<file path="src/tgs_ram.sv">
module tgs_ram #(
   parameter int Width = 32,
   parameter int Depth = 64
) (
   input  logic                     clock,
   input  logic                     wr_en,
   input  logic [$clog2(Depth)-1:0] wr_addr,
   input  logic [Width-1:0]         wr_data,
   input  logic [$clog2(Depth)-1:0] rd_addr,
   output logic [Width-1:0]         rd_data
);

   logic [Width-1:0] mem [Depth];

   always_ff @(posedge clock) begin
      if (wr_en) begin
         mem[wr_addr] <= wr_data;
      end
      rd_data <= mem[rd_addr];
   end

endmodule

</file>
<file path="config.mk">
export PLATFORM = sky130hd
export DESIGN_NAME = tgs_ram
export DESIGN_NICKNAME = d
export VERILOG_FILES = /design/src/tgs_ram.sv
export SDC_FILE = /design/constraint.sdc
export NUM_CORES = 2
export LEC_CHECK = 0
export BUFFER_PORTS_ARGS = -buffer_cell sky130_fd_sc_hd__buf_4
export CAP_MARGIN = 20
export CORE_UTILIZATION = 57
export CTS_BUF_LIST = sky130_fd_sc_hd__clkbuf_8 sky130_fd_sc_hd__clkbuf_16
export CTS_CLUSTER_SIZE = 8
export DETAILED_ROUTE_END_ITERATION = 10
export PLACE_DENSITY = 0.8
export SLEW_MARGIN = 20
export SYNTH_ARGS = -nofsm -noshare
export SYNTH_HDL_FRONTEND = slang
export SYNTH_SLANG_ARGS = --single-unit
</file>
<file path="constraint.sdc">
create_clock -name clock -period 4.05 [get_ports clock]
set_clock_uncertainty 0.2 [all_clocks]
set_input_delay 1.0125 -clock clock [delete_from_list [all_inputs] [get_ports clock]]
set_output_delay 1.0125 -clock clock [all_outputs]
set_load 0.01 [all_outputs]
</file>
# Yosys cells after proc, flatten, opt, wreduce, memory -nomap -nowiden
# Memories as Yosys holds them, arrays and structs flattened. A register that Yosys moved wholly into a read port is not among the register bits.
# Index checks and enable logic that the tools add are counted.
# op_classes
n_mux,2
# op_table
cell,n
1-bit 2-to-1 mux,2
# word_totals
word_cells,3
ff_bits,0
ramBits,2048
output_inout_bits,32
memories,1
inputBits,46
# mem_list
memory,depth,word_bits,read_ports,rd_ports_with_merged_regs,write_ports,line,rtl
mem,64,32,1,1,1,13,logic [Width-1:0] mem [Depth];

# Logic depth before layout (Yosys ltp)
# logic_depth
depth_word,2
mapped_depth,10
mapped_depth_nobuf,5

# Worst setup path before layout
# Ideal clock, no wire load.
# synth_path
path_kind,in2reg
startpoint,in wr_addr[3]
endpoint,"mem mem[48][0], enable pin"
setup_ns,0.461
required_ns,3.389
n_path_buf,1
t_arrival_ns,3.711
stages,4
slack_ns,-0.322
cell_sequence,clkbuf_1 -> nor2b_1 -> nand4b_1 -> nor3_1
# synth_lines
item,line,rtl
start: declaration,7,"input logic [$clog2(Depth)-1:0] wr_addr,"
end: declaration,13,
# No word-level cell before the write port.

==> impl_metrics.tcl <==
set metrics [dict create \
    numCtsBuffers 309 \
    synthAdderAreaFrac 0 \
    power.share.clock 0.461 \
    grt_pass1_wl_mm 310.9 \
    synth_seq_cells 2080 \
    grt_antenna_before_repair 12 \
    synth_top_family_by_area "multiplexers" \
    hpwl_mm 107.8 \
    io_buffers 77 \
    power.switching_mw 10.56 \
    final-max-slew-violation-count 0 \
    clk_pin_slew_ns 0.05 \
    clkLatencyLatePin_ns 0.92 \
    gr-usage-met2 0.5259 \
    core_region_area_um2 136100 \
    core.rowCount 135 \
    synthCells 3324 \
    htreeDepth 5 \
    timing.rr.end "rd_data[0]$_DFF_P_" \
    synth_cell_types 34 \
    syn_nets 3370 \
    p_comb_frac 0.050 \
    yosysSeqAreaShare 0.7914 \
    cap_violations 0 \
    p_sw_frac 0.2152 \
    die-area_um2 139200 \
    p_per_area_nw_per_um2 534.8 \
    cts-root-buf "clkbuf_16" \
    hp-class "in2reg" \
    mostFrequentLayoutCells "edfxtp_1, mux4_2, clkbuf_16, buf_4, inv_1" \
    grt_max_degree 65 \
    whs_endpoint "mem[16][14]$_DFFE_PP_" \
    tns_ns 0 \
    ctsLongestPathBuffers 4 \
    crit_chain "buf_8, buf_12, buf_12, mux4_2, nor2b_1, a21oi_1, a311oi_2, buf_4, nor3_1" \
    syn-mean-instance-area_um2 23.62 \
    fmax_mhz 309.3 \
    tightest_slew_ns 0.9323 \
    cp_max_fo 33 \
    yosysWarnings 0 \
    finalHoldViolations 0 \
    crit_arrival_ns 3.80 \
    wl_per_cell_um 39.48 \
    nNetsFinal 3786 \
    drcViolationCount 0 \
    outcome "complete, no violations" \
    io_pins 78 \
    min_path_cells 1 \
    synthSimpleGateAreaFrac 0.01265 \
    final_util 0.6742 \
    ir_worst_vdd_mv 0.6013 \
    nFillCells 7721 \
    grt_usage 0.3235 \
    rr_worst_depth 6 \
    syn_area_um2 78520 \
    dr.first_iter.drc_count 6438 \
    muxShareOfSynthArea 0.1679 \
    dpl.cell_count 5210 \
    rrSetupSlack_ns 1.39 \
    setup_viol 0 \
    areaGrowthSynthToFinish_pct 16.90 \
    synth-compound-area-share 0.01673 \
    met3_usage 0.06978 \
    period_minus_slack_ns 3.233 \
    final_cells 5650 \
    drive_gt1_frac 0.3168 \
    slew_headroom 0.3743 \
    grt_pass1_vias 41480 \
    leakage_nw 29.57 \
    endpoint_kind "flip-flop" \
    drt-total-wl_mm 223.1 \
    startpoint_type "input port" \
    cp_data_required_time_ns 4.61 \
    intPower_mw 38.52 \
    cts_resized 0 \
    hold_start "wr_data[14]" \
    grt_overflow 0 \
    cts_sinks 2080 \
    r2r-start "mem[15][0]$_DFFE_PP_" \
    synth_xor_area_frac 0 \
    die_height_um 373.1 \
    cts_setup_buffers 0 \
    final_common_cell "edfxtp_1" \
    pwr-share-seq 0.489 \
    use_met1 0.4048 \
    ant_nets 0 \
    finalCritPeriodShare 0.7984 \
    cts_tree "done" \
    die_w_um 373.1 \
    num_vias 40130 \
    hold_buffers 0 \
    gp_congestion 0.8568 \
    viasPerCell 7.102 \
    cpPeakStageDelay_ns 0.71 \
    drtPass1Iterations 6 \
    finalPower_mw 49.09 \
    busiest_layer "met2" \
    initial_utilization 0.5767 \
    worstSetupPathType "in2reg" \
    crit_top_cell "buf_12" \
    rsz0062_at_grt "no" \
    crit_path_top_delay_cell "a311oi_2" \
]
Yosys cell counts, drive strengths merged:
library cell / n / share of area
edfxtp: 2048 / 0.78
mux2i: 93 / 0.012
nand2b: 8 / 0.00064
nand4b: 1 / 0.00011
dfxtp: 32 / 0.0082
a311oi: 8 / 0.00089
nand4: 2 / 0.00016
o32ai: 4 / 0.00045
mux4: 544 / 0.16
nor3: 7 / 0.00045
or3b: 5 / 0.00056
o22ai: 84 / 0.0067
a22oi: 12 / 0.0011
nand3b: 5 / 0.00048
a21oi: 62 / 0.0040
nand3: 5 / 0.00032
a41o: 4 / 0.00051
clkbuf: 74 / 0.0035
o221ai: 27 / 0.0030
and3: 4 / 0.00032
nor2b: 15 / 0.0012
or2: 3 / 0.00024
buf: 108 / 0.0077
nand2: 26 / 0.0012
or3: 3 / 0.00024
nor2: 137 / 0.0065
and2: 2 / 0.00016
a31oi: 1 / 0.000080
cells by family (layout without fill, tap and decap cells):
| logic type | after synthesis | after routing |
|---|---|---|
| buffers and inverters | 182 | 722 |
| DFF | 2080 | 2080 |
| AOI/OAI and AO/OA | 202 | 202 |
| other | 0 | 5 |
| and+or+nand+nor | 223 | 223 |
| muxes | 637 | 637 |
layer usage:
layer,vias up,share of wire,routed length [um]
met1,20760,0.32,71900
met5,-,0.00032,72
met4,10,0.067,14940
met3,782,0.12,26280
li1,15050,-,-
met2,3527,0.49,109900
state kept, by name (all words and copies together) (netlist names):
signal	flops
mem	2048
rd_data	32
worst max path at each step:
stage / start / cells after the start / slack (ns) / endpoint
2_1_floorplan: wr_addr[5] / 4 / 0.19 / mem[39][0]$_DFFE_PP_
5_1_grt: rd_addr[0] / 7 / 0.75 / rd_data[1]$_DFF_P_
3_5_place_dp: rd_addr[0] / 9 / 0.03 / rd_data[0]$_DFF_P_
6_report: rd_addr[0] / 9 / 0.82 / rd_data[17]$_DFF_P_
3_3_place_gp: rd_addr[0] / 9 / -0.24 / rd_data[17]$_DFF_P_
4_1_cts: rd_data[28]$_DFF_P_ / 1 / 0.91 / rd_data[28]
worst max-delay path: cells and delay by family:
kind	cells	cell delay (ns)
buffers and inverters	4	1.09
AOI/OAI and AO/OA	2	0.81
muxes	1	0.56
and+or+nand+nor	2	0.26
area by class of cell:
cell class                 instances  area, um2  share of cell area
clock inverter                   120      510.5            0.005562
antenna                            5      12.51           0.0001363
timing repair buffer             287       3028             0.03299
sequential                      2080      62140              0.6770
clock buffer                     315       7883             0.08588
multi-input combinational       1062      15980              0.1741
tap                             1781       2228             0.02428
power groups by stage:
stage                     clock [mW]  sequential [mW]  combinational, mW
after floorplan                    0             24.4               1.16
after global placement             0             24.4               2.30
after detailed placement           0             24.4               2.36
after CTS                       22.7             24.0               2.44
after global routing            23.5             24.0               2.53
final                           22.6             24.0               2.47
per-stage QoR:
stage	area, um2	setup slack, ns	hold WS (ns)
5_1_grt	91770	0.7517	0.4849
3_3_place_gp	83370	-0.2382	0.6480
2_1_floorplan	78530	0.1856	0.4632
3_5_place_dp	83380	0.03196	0.6539
4_1_cts	91770	0.9087	0.4459
6_report	91790	0.8166	0.4739
Power figures use the tool's default switching activity.
