`src/tgs_pkg.sv`:
```
package tgs_pkg;

   localparam int MaxRows  = 64;
   localparam int RowW     = $clog2(MaxRows);
   localparam int CntW     = RowW + 1;
   localparam int DataW    = 32;
   localparam int NumW     = 47;
   localparam int DivW     = 63;

   localparam logic [15:0] MaxSweepsRst = 16'd1000;
   localparam logic [15:0] TolRst       = 16'd66;

   // configuration register indexes
   localparam logic [0:0] RegMaxSweeps = 1'b0;
   localparam logic [0:0] RegTolerance = 1'b1;

   typedef enum logic [3:0] {
      ST_LOAD,
      ST_RD,
      ST_WAIT,
      ST_MUL_LO,
      ST_MUL_UP,
      ST_DIV,
      ST_DIVW,
      ST_ERR,
      ST_ERRW,
      ST_NEXT,
      ST_OUT_RD,
      ST_OUT_WAIT,
      ST_OUT
   } state_type;

   // divider request/status between the sequencer and the shared divider
   typedef struct packed {
      logic            start;
      logic [DivW-1:0] dividend;
      logic [DataW-1:0] divisor;
   } div_req_type;

   typedef struct packed {
      logic            busy;
      logic [DivW-1:0] quotient;
   } div_rsp_type;

endpackage

```
`src/tgs_div.sv`:
```
module tgs_div (
   input  logic                    clock,
   input  logic                    reset,
   input  tgs_pkg::div_req_type    req,
   output tgs_pkg::div_rsp_type    rsp
);
   import tgs_pkg::*;

   // restoring unsigned divider, one quotient bit a cycle
   logic [DivW-1:0]  quo_ff, quo_in;
   logic [DataW:0]   rem_ff, rem_in;
   logic [DataW-1:0] dvs_ff, dvs_in;
   logic [5:0]       cnt_ff, cnt_in;
   logic             busy_ff, busy_in;
   logic [DataW+1:0] trial;

   always_comb begin
      quo_in  = quo_ff;
      rem_in  = rem_ff;
      dvs_in  = dvs_ff;
      cnt_in  = cnt_ff;
      busy_in = busy_ff;
      trial   = {rem_ff, quo_ff[DivW-1]} - {2'b00, dvs_ff};
      if (req.start) begin
         quo_in  = req.dividend;
         rem_in  = '0;
         dvs_in  = req.divisor;
         cnt_in  = 6'(DivW - 1);
         busy_in = 1'b1;
      end else if (busy_ff) begin
         if (!trial[DataW+1]) begin
            rem_in = trial[DataW:0];
            quo_in = {quo_ff[DivW-2:0], 1'b1};
         end else begin
            rem_in = {rem_ff[DataW-1:0], quo_ff[DivW-1]};
            quo_in = {quo_ff[DivW-2:0], 1'b0};
         end
         cnt_in = cnt_ff - 6'd1;
         if (cnt_ff == '0) begin
            busy_in = 1'b0;
         end
      end
   end

   always_ff @(posedge clock) begin
      if (reset) begin
         busy_ff <= 1'b0;
         cnt_ff  <= '0;
      end else begin
         busy_ff <= busy_in;
         cnt_ff  <= cnt_in;
      end
      quo_ff <= quo_in;
      rem_ff <= rem_in;
      dvs_ff <= dvs_in;
   end

   assign rsp.busy     = busy_ff;
   assign rsp.quotient = quo_ff;

endmodule

```
`config.mk`:
```
export PLATFORM = sky130hd
export DESIGN_NAME = tgs_div
export DESIGN_NICKNAME = d
export VERILOG_FILES = /design/src/tgs_pkg.sv /design/src/tgs_div.sv
export SDC_FILE = /design/constraint.sdc
export NUM_CORES = 1
export LEC_CHECK = 0
export BUFFER_PORTS_ARGS = -buffer_cell sky130_fd_sc_hd__buf_2
export CORE_MARGIN = 2
export CORE_UTILIZATION = 55
export DETAILED_ROUTE_END_ITERATION = 12
export PLACE_DENSITY = 0.86
export SYNTH_ARGS = -nofsm -noshare
export SYNTH_HDL_FRONTEND = slang
export SYNTH_SLANG_ARGS = --single-unit
```
`constraint.sdc`:
```
create_clock -name clock -period 3.8 [get_ports clock]
set_input_delay 1.14 -clock clock [delete_from_list [all_inputs] [get_ports clock]]
set_output_delay 1.14 -clock clock [all_outputs]
set_load 0.005 [all_outputs]
```
# After elaboration in Yosys (flattened, before gate mapping)
# Index checks and enable logic that the tools add are counted.
# Widths: inputs -> output; s select.
[totals]
regBits = 135
latch_bits = 0
mem_bits_rw = 0
rom_bits = 0
input_bits = 98
elab_cells = 20
memories = 0
[classes]
addsub = 2
multipliers = 0
n_div = 0
magnitude_cmp = 0
eq_ne = 0
shift = 0
muxes = 9
n_bitwise = 0
reduce_logical = 3
[ops]
columns = ["op", "n"]
rows = [
  ["$mux 63", 2],
  ["$sub 34x32->34", 1],
  ["$mux 33", 1],
  ["$mux 6", 2],
  ["$logic_not 6->1", 1],
  ["$sub 6x1->6 const B", 1],
  ["$mux 1", 4],
  ["$reduce_bool 2->1", 1],
  ["$reduce_or 2->1", 1],
]

# Logic depth before layout (Yosys ltp)
[depth]
depth_word = 4
depth_mapped = 12
depth_no_buf = 11

# Worst setup path before layout
# Ideal clock, no wire load.
[synth_timing]
path_type = "input to register"
start = "input port req[95] in the netlist's numbering"
end = "register quo_ff[0] (enable)"
setup_time_ps = 417
arrival_ps = 2850
required_ps = 3383
slack_ps = 533
path_stages = 4
cell_sequence = "clkbuf_1 nor2_1 clkbuf_1 inv_1"
[synth_via]
elab_chain_len = 1
[synth_rtl]
columns = ["element", "line", "source"]
rows = [
  ["start, declared", "tgs_div.sv:4", "input tgs_pkg::div_req_type req,"],
  ["$reduce_bool 2->1 (no line)", "-", ""],
  ["end signal, assigned", "tgs_div.sv:53", "quo_ff <= quo_in;"],
  ["end, declared", "tgs_div.sv:10", "logic [DivW-1:0] quo_ff, quo_in;"],
]
# Every way passes these cells.
# A chain may end at the register's enable or synchronous reset.

# Final worst setup path
[layout_timing]
start = "register dvs_ff[12]"
end = "register rem_ff[6]"
[layout_via]
elab_chain_len = 2
[layout_rtl]
columns = ["element", "line", "source"]
rows = [
  ["start, declared", "tgs_div.sv:12", "logic [DataW-1:0] dvs_ff, dvs_in;"],
  ["start signal, assigned", "tgs_div.sv:55", "dvs_ff <= dvs_in;"],
  ["$sub 34x32->34", "tgs_div.sv:23", "trial = {rem_ff, quo_ff[DivW-1]} - {2'b00, dvs_ff};"],
  ["$mux 33", "tgs_div.sv:31", "if (!trial[DataW+1]) begin"],
  ["end signal, assigned", "tgs_div.sv:54", "rem_ff <= rem_in;"],
  ["end, declared", "tgs_div.sv:11", "logic [DataW:0] rem_ff, rem_in;"],
]
# Every way passes these cells.

==> run_results.csv <==
group,metric,value,unit
critical_path,cp-start-kind,"register",
sta,finalWorstSetupSlack,0.594,ns
clocking,hold_buffers,0,
sta,skew,0.0107,ns
floorplanning,die-width,119,um
clocking,htreeDepth,4,
global_route,grt_pass1_wl,27400,um
sta,slew-limit-headroom,0.479,
placed_design,port_buffers,161,
clocking,clk_pin_slew,0.06,ns
cells_and_area,layout-drive-gt1-share,0.322,
critical_path,cpPeakStageDelay,0.60,ns
cells_and_area,nets,956,
critical_path,critPathCaptureType,"register",
sta,hold_violations,0,
clocking,clkSinkCount,135,
sta,fin_crit,3.21,ns
critical_path,path_max_fanout,21,
global_route,antenna_found_initial,1,
power_and_ir_drop,ir_drop,363,uV
synth,syn_avg_cell_area,11.0,um^2
synth,syn-instance-count,668,
placed_design,post-dp-hpwl,12200,um
floorplanning,pin_count,162,
cells_and_area,utilization,0.676,
clocking,insertion_delay,0.43,ns
synth,syn_area,0.00733,mm^2
global_route,grt_pass1_vias,5736,
floorplanning,design.core.area,0.0131,mm^2
sta,worst_pin_slew,0.782,ns
global_route,overflow,0,
worst_hold_path,hp-class,"register to register",
power_and_ir_drop,static-leakage-power,0.00390,uW
sta,period_share,0.844,
synth,synth_fp_nets,801,
clocking,cts_setup_buffers,0,
global_route,grtUsageTotal,0.247,
routing,routed_via_density,5.65,
synth,synth-seq-cells,135,
critical_path,cp.arrival,3.49,ns
synth,ys_types,58,
sta,whs,0.499,ns
floorplanning,start_util,0.558,
cells_and_area,mostFrequentLayoutCell,"buf_2",
sta,setup_viol,0,
clocking,cts_tree,"yes",
synth,ys.flop_type,"edfxtp_1",
critical_path,cp.required,4.09,ns
synth,synth_edf_count,95,
critical_path,crit_path_cell_trace,"inv_1, ha_1, a21oi_1, o21ai_0, nor2_1, a211o_1, and2_4, o221ai_4, buf_4, mux2i_1, a211oi_1",
routing,drc,0,
sta,max_clock_freq,312,MHz
floorplanning,die_y,119,um
floorplanning,fp-row-count,42,
routing,routedWlPerCell,16.9,um
routing,via_count,5714,
cells_and_area,fin_cells,1012,
routing,ant_nets,0,
cells_and_area,fillers,999,
status,status,"completed",
placed_design,post-place-ws,0.600,ns
clocking,clk_path_buf_depth,2,
cells_and_area,area_delta_synth_final,21.2,%
routing,wirelength,17200,um
routing,firstDrtPassIters,5,
job,drv_cap,0,
sta,drv_slew,0,
synth,yosysSeqAreaShare,0.499,
clocking,numCtsBuffers,17,
floorplanning,dieArea,0.0143,mm^2
global_route,grt_start_max_net_pins,63,
sta,setup_tns,0,ns
critical_path,critPathSlowestCell,"o221ai_4",
synth,async_flop_share,0,
clocking,cts_resized,0,
routing,first_iter_violations,399,
placed_design,placed_cells,980,
synth,yosys_warnings,0,
cells_and_area,final_cell_mix,"160 x buf_2, 95 x edfxtp_1, 64 x mux2_2",
power_and_ir_drop,p_per_area,471,mW/mm^2
critical_path,crit_type,"register to register",
placed_design,gp_routability_congestion,0.941,
clocking,clockRootBuffer,"clkbuf_16",
cells_and_area,antenna_cells,0,
sta,rsz0062_at_grt,"false",
-- flip-flops by register name, indices dropped and copies added, names as in the netlist --
register and count:
busy_ff 1, cnt_ff 6, dvs_ff 32, quo_ff 63
rem_ff 33
-- through the flow --
step	power [uW]	area [um^2]
after floorplan	2270	7330
after global placement	2490	8280
after detailed placement	2520	8280
after CTS	4210	8880
after global routing	4360	8880
final	4180	8880
-- layer usage --
metal  vias to the layer above  global-route usage  share of wire
met3                        29              0.0876          0.080
met1                      2682               0.289           0.40
met5                         -                   0        0.00064
met2                       221               0.422           0.50
met4                         2              0.0846          0.019
li1                       2780                   -              -
-- power by group --
part	leakage [uW]	total, uW	switching [uW]	internal (uW)
Sequential	0.00128	1800	70.4	1730
Combinational	0.00233	697	376	321
Clock	0.000294	1690	651	1040
-- layout make-up --
class	count	area (um^2)	share of cell area
Sequential cell	135	3650	0.411
Tap cell	176	220	0.0248
Clock inverter	14	173	0.0194
Clock buffer	18	429	0.0483
Timing Repair Buffer	171	883	0.0995
Multi-Input combinational cell	454	3360	0.378
Inverter	44	165	0.0186
-- cells in the mapped netlist, types with 3 or more instances --
library cell,count,area share
o21ai_0,29,0.020
mux2i_1,18,0.025
nor4_1,3,0.0026
nor3_1,5,0.0034
and2_1,4,0.0034
a32oi_1,9,0.011
nor3b_1,3,0.0031
nand4_1,4,0.0034
and3_1,3,0.0026
a211oi_1,26,0.027
a211o_1,4,0.0048
nor2b_1,3,0.0026
mux2_2,64,0.098
clkbuf_1,31,0.016
edfxtp_1,95,0.39
o211ai_1,5,0.0051
xor2_1,9,0.011
o31ai_1,4,0.0041
nor2_1,62,0.032
a21o_1,14,0.014
nand3_1,10,0.0068
inv_1,44,0.023
nand2_1,41,0.021
ha_1,34,0.058
a21oi_1,35,0.024
xnor2_1,21,0.025
o21a_1,6,0.0061
a31oi_1,8,0.0068
dfxtp_1,40,0.11
-- path summary, 6_finish.rpt --
| path | end | cells past startpoint | slack (ns) | start |
|---|---|---|---|---|
| max | rem_ff[6]$_SDFFE_PP0P_ | 11 | 0.59 | dvs_ff[12]$_DFFE_PP_ |
| min | rem_ff[5]$_SDFFE_PP0P_ | 2 | 0.50 | rem_ff[4]$_SDFFE_PP0P_ |
| max reg2reg | rem_ff[6]$_SDFFE_PP0P_ | 11 | 0.59 | dvs_ff[12]$_DFFE_PP_ |
| min reg2reg | rem_ff[5]$_SDFFE_PP0P_ | 2 | 0.50 | rem_ff[4]$_SDFFE_PP0P_ |
-- cells by family after synthesis --
| kind of cell | share of synthesized area |
|---|---|
| flip-flops | 0.499 |
| AO/OA/AOI/OAI | 0.147 |
| XOR/XNOR | 0.0359 |
| buffers and inverters | 0.0432 |
| AND/OR/NAND/NOR | 0.0901 |
| multiplexers | 0.124 |
| adder cells (fa/ha/maj) | 0.0608 |
-- worst max-delay path: cells and delay by family, from the launching register on --
| kind | cells | cell delay (ns) |
|---|---|---|
| DFF | 1 | 0.32 |
| AOI/OAI and AO/OA | 5 | 1.43 |
| buffers and inverters | 2 | 0.37 |
| adders and majority gates | 1 | 0.40 |
| and+or+nand+nor | 2 | 0.31 |
| muxes | 1 | 0.23 |
Power figures use the tool's default switching activity.
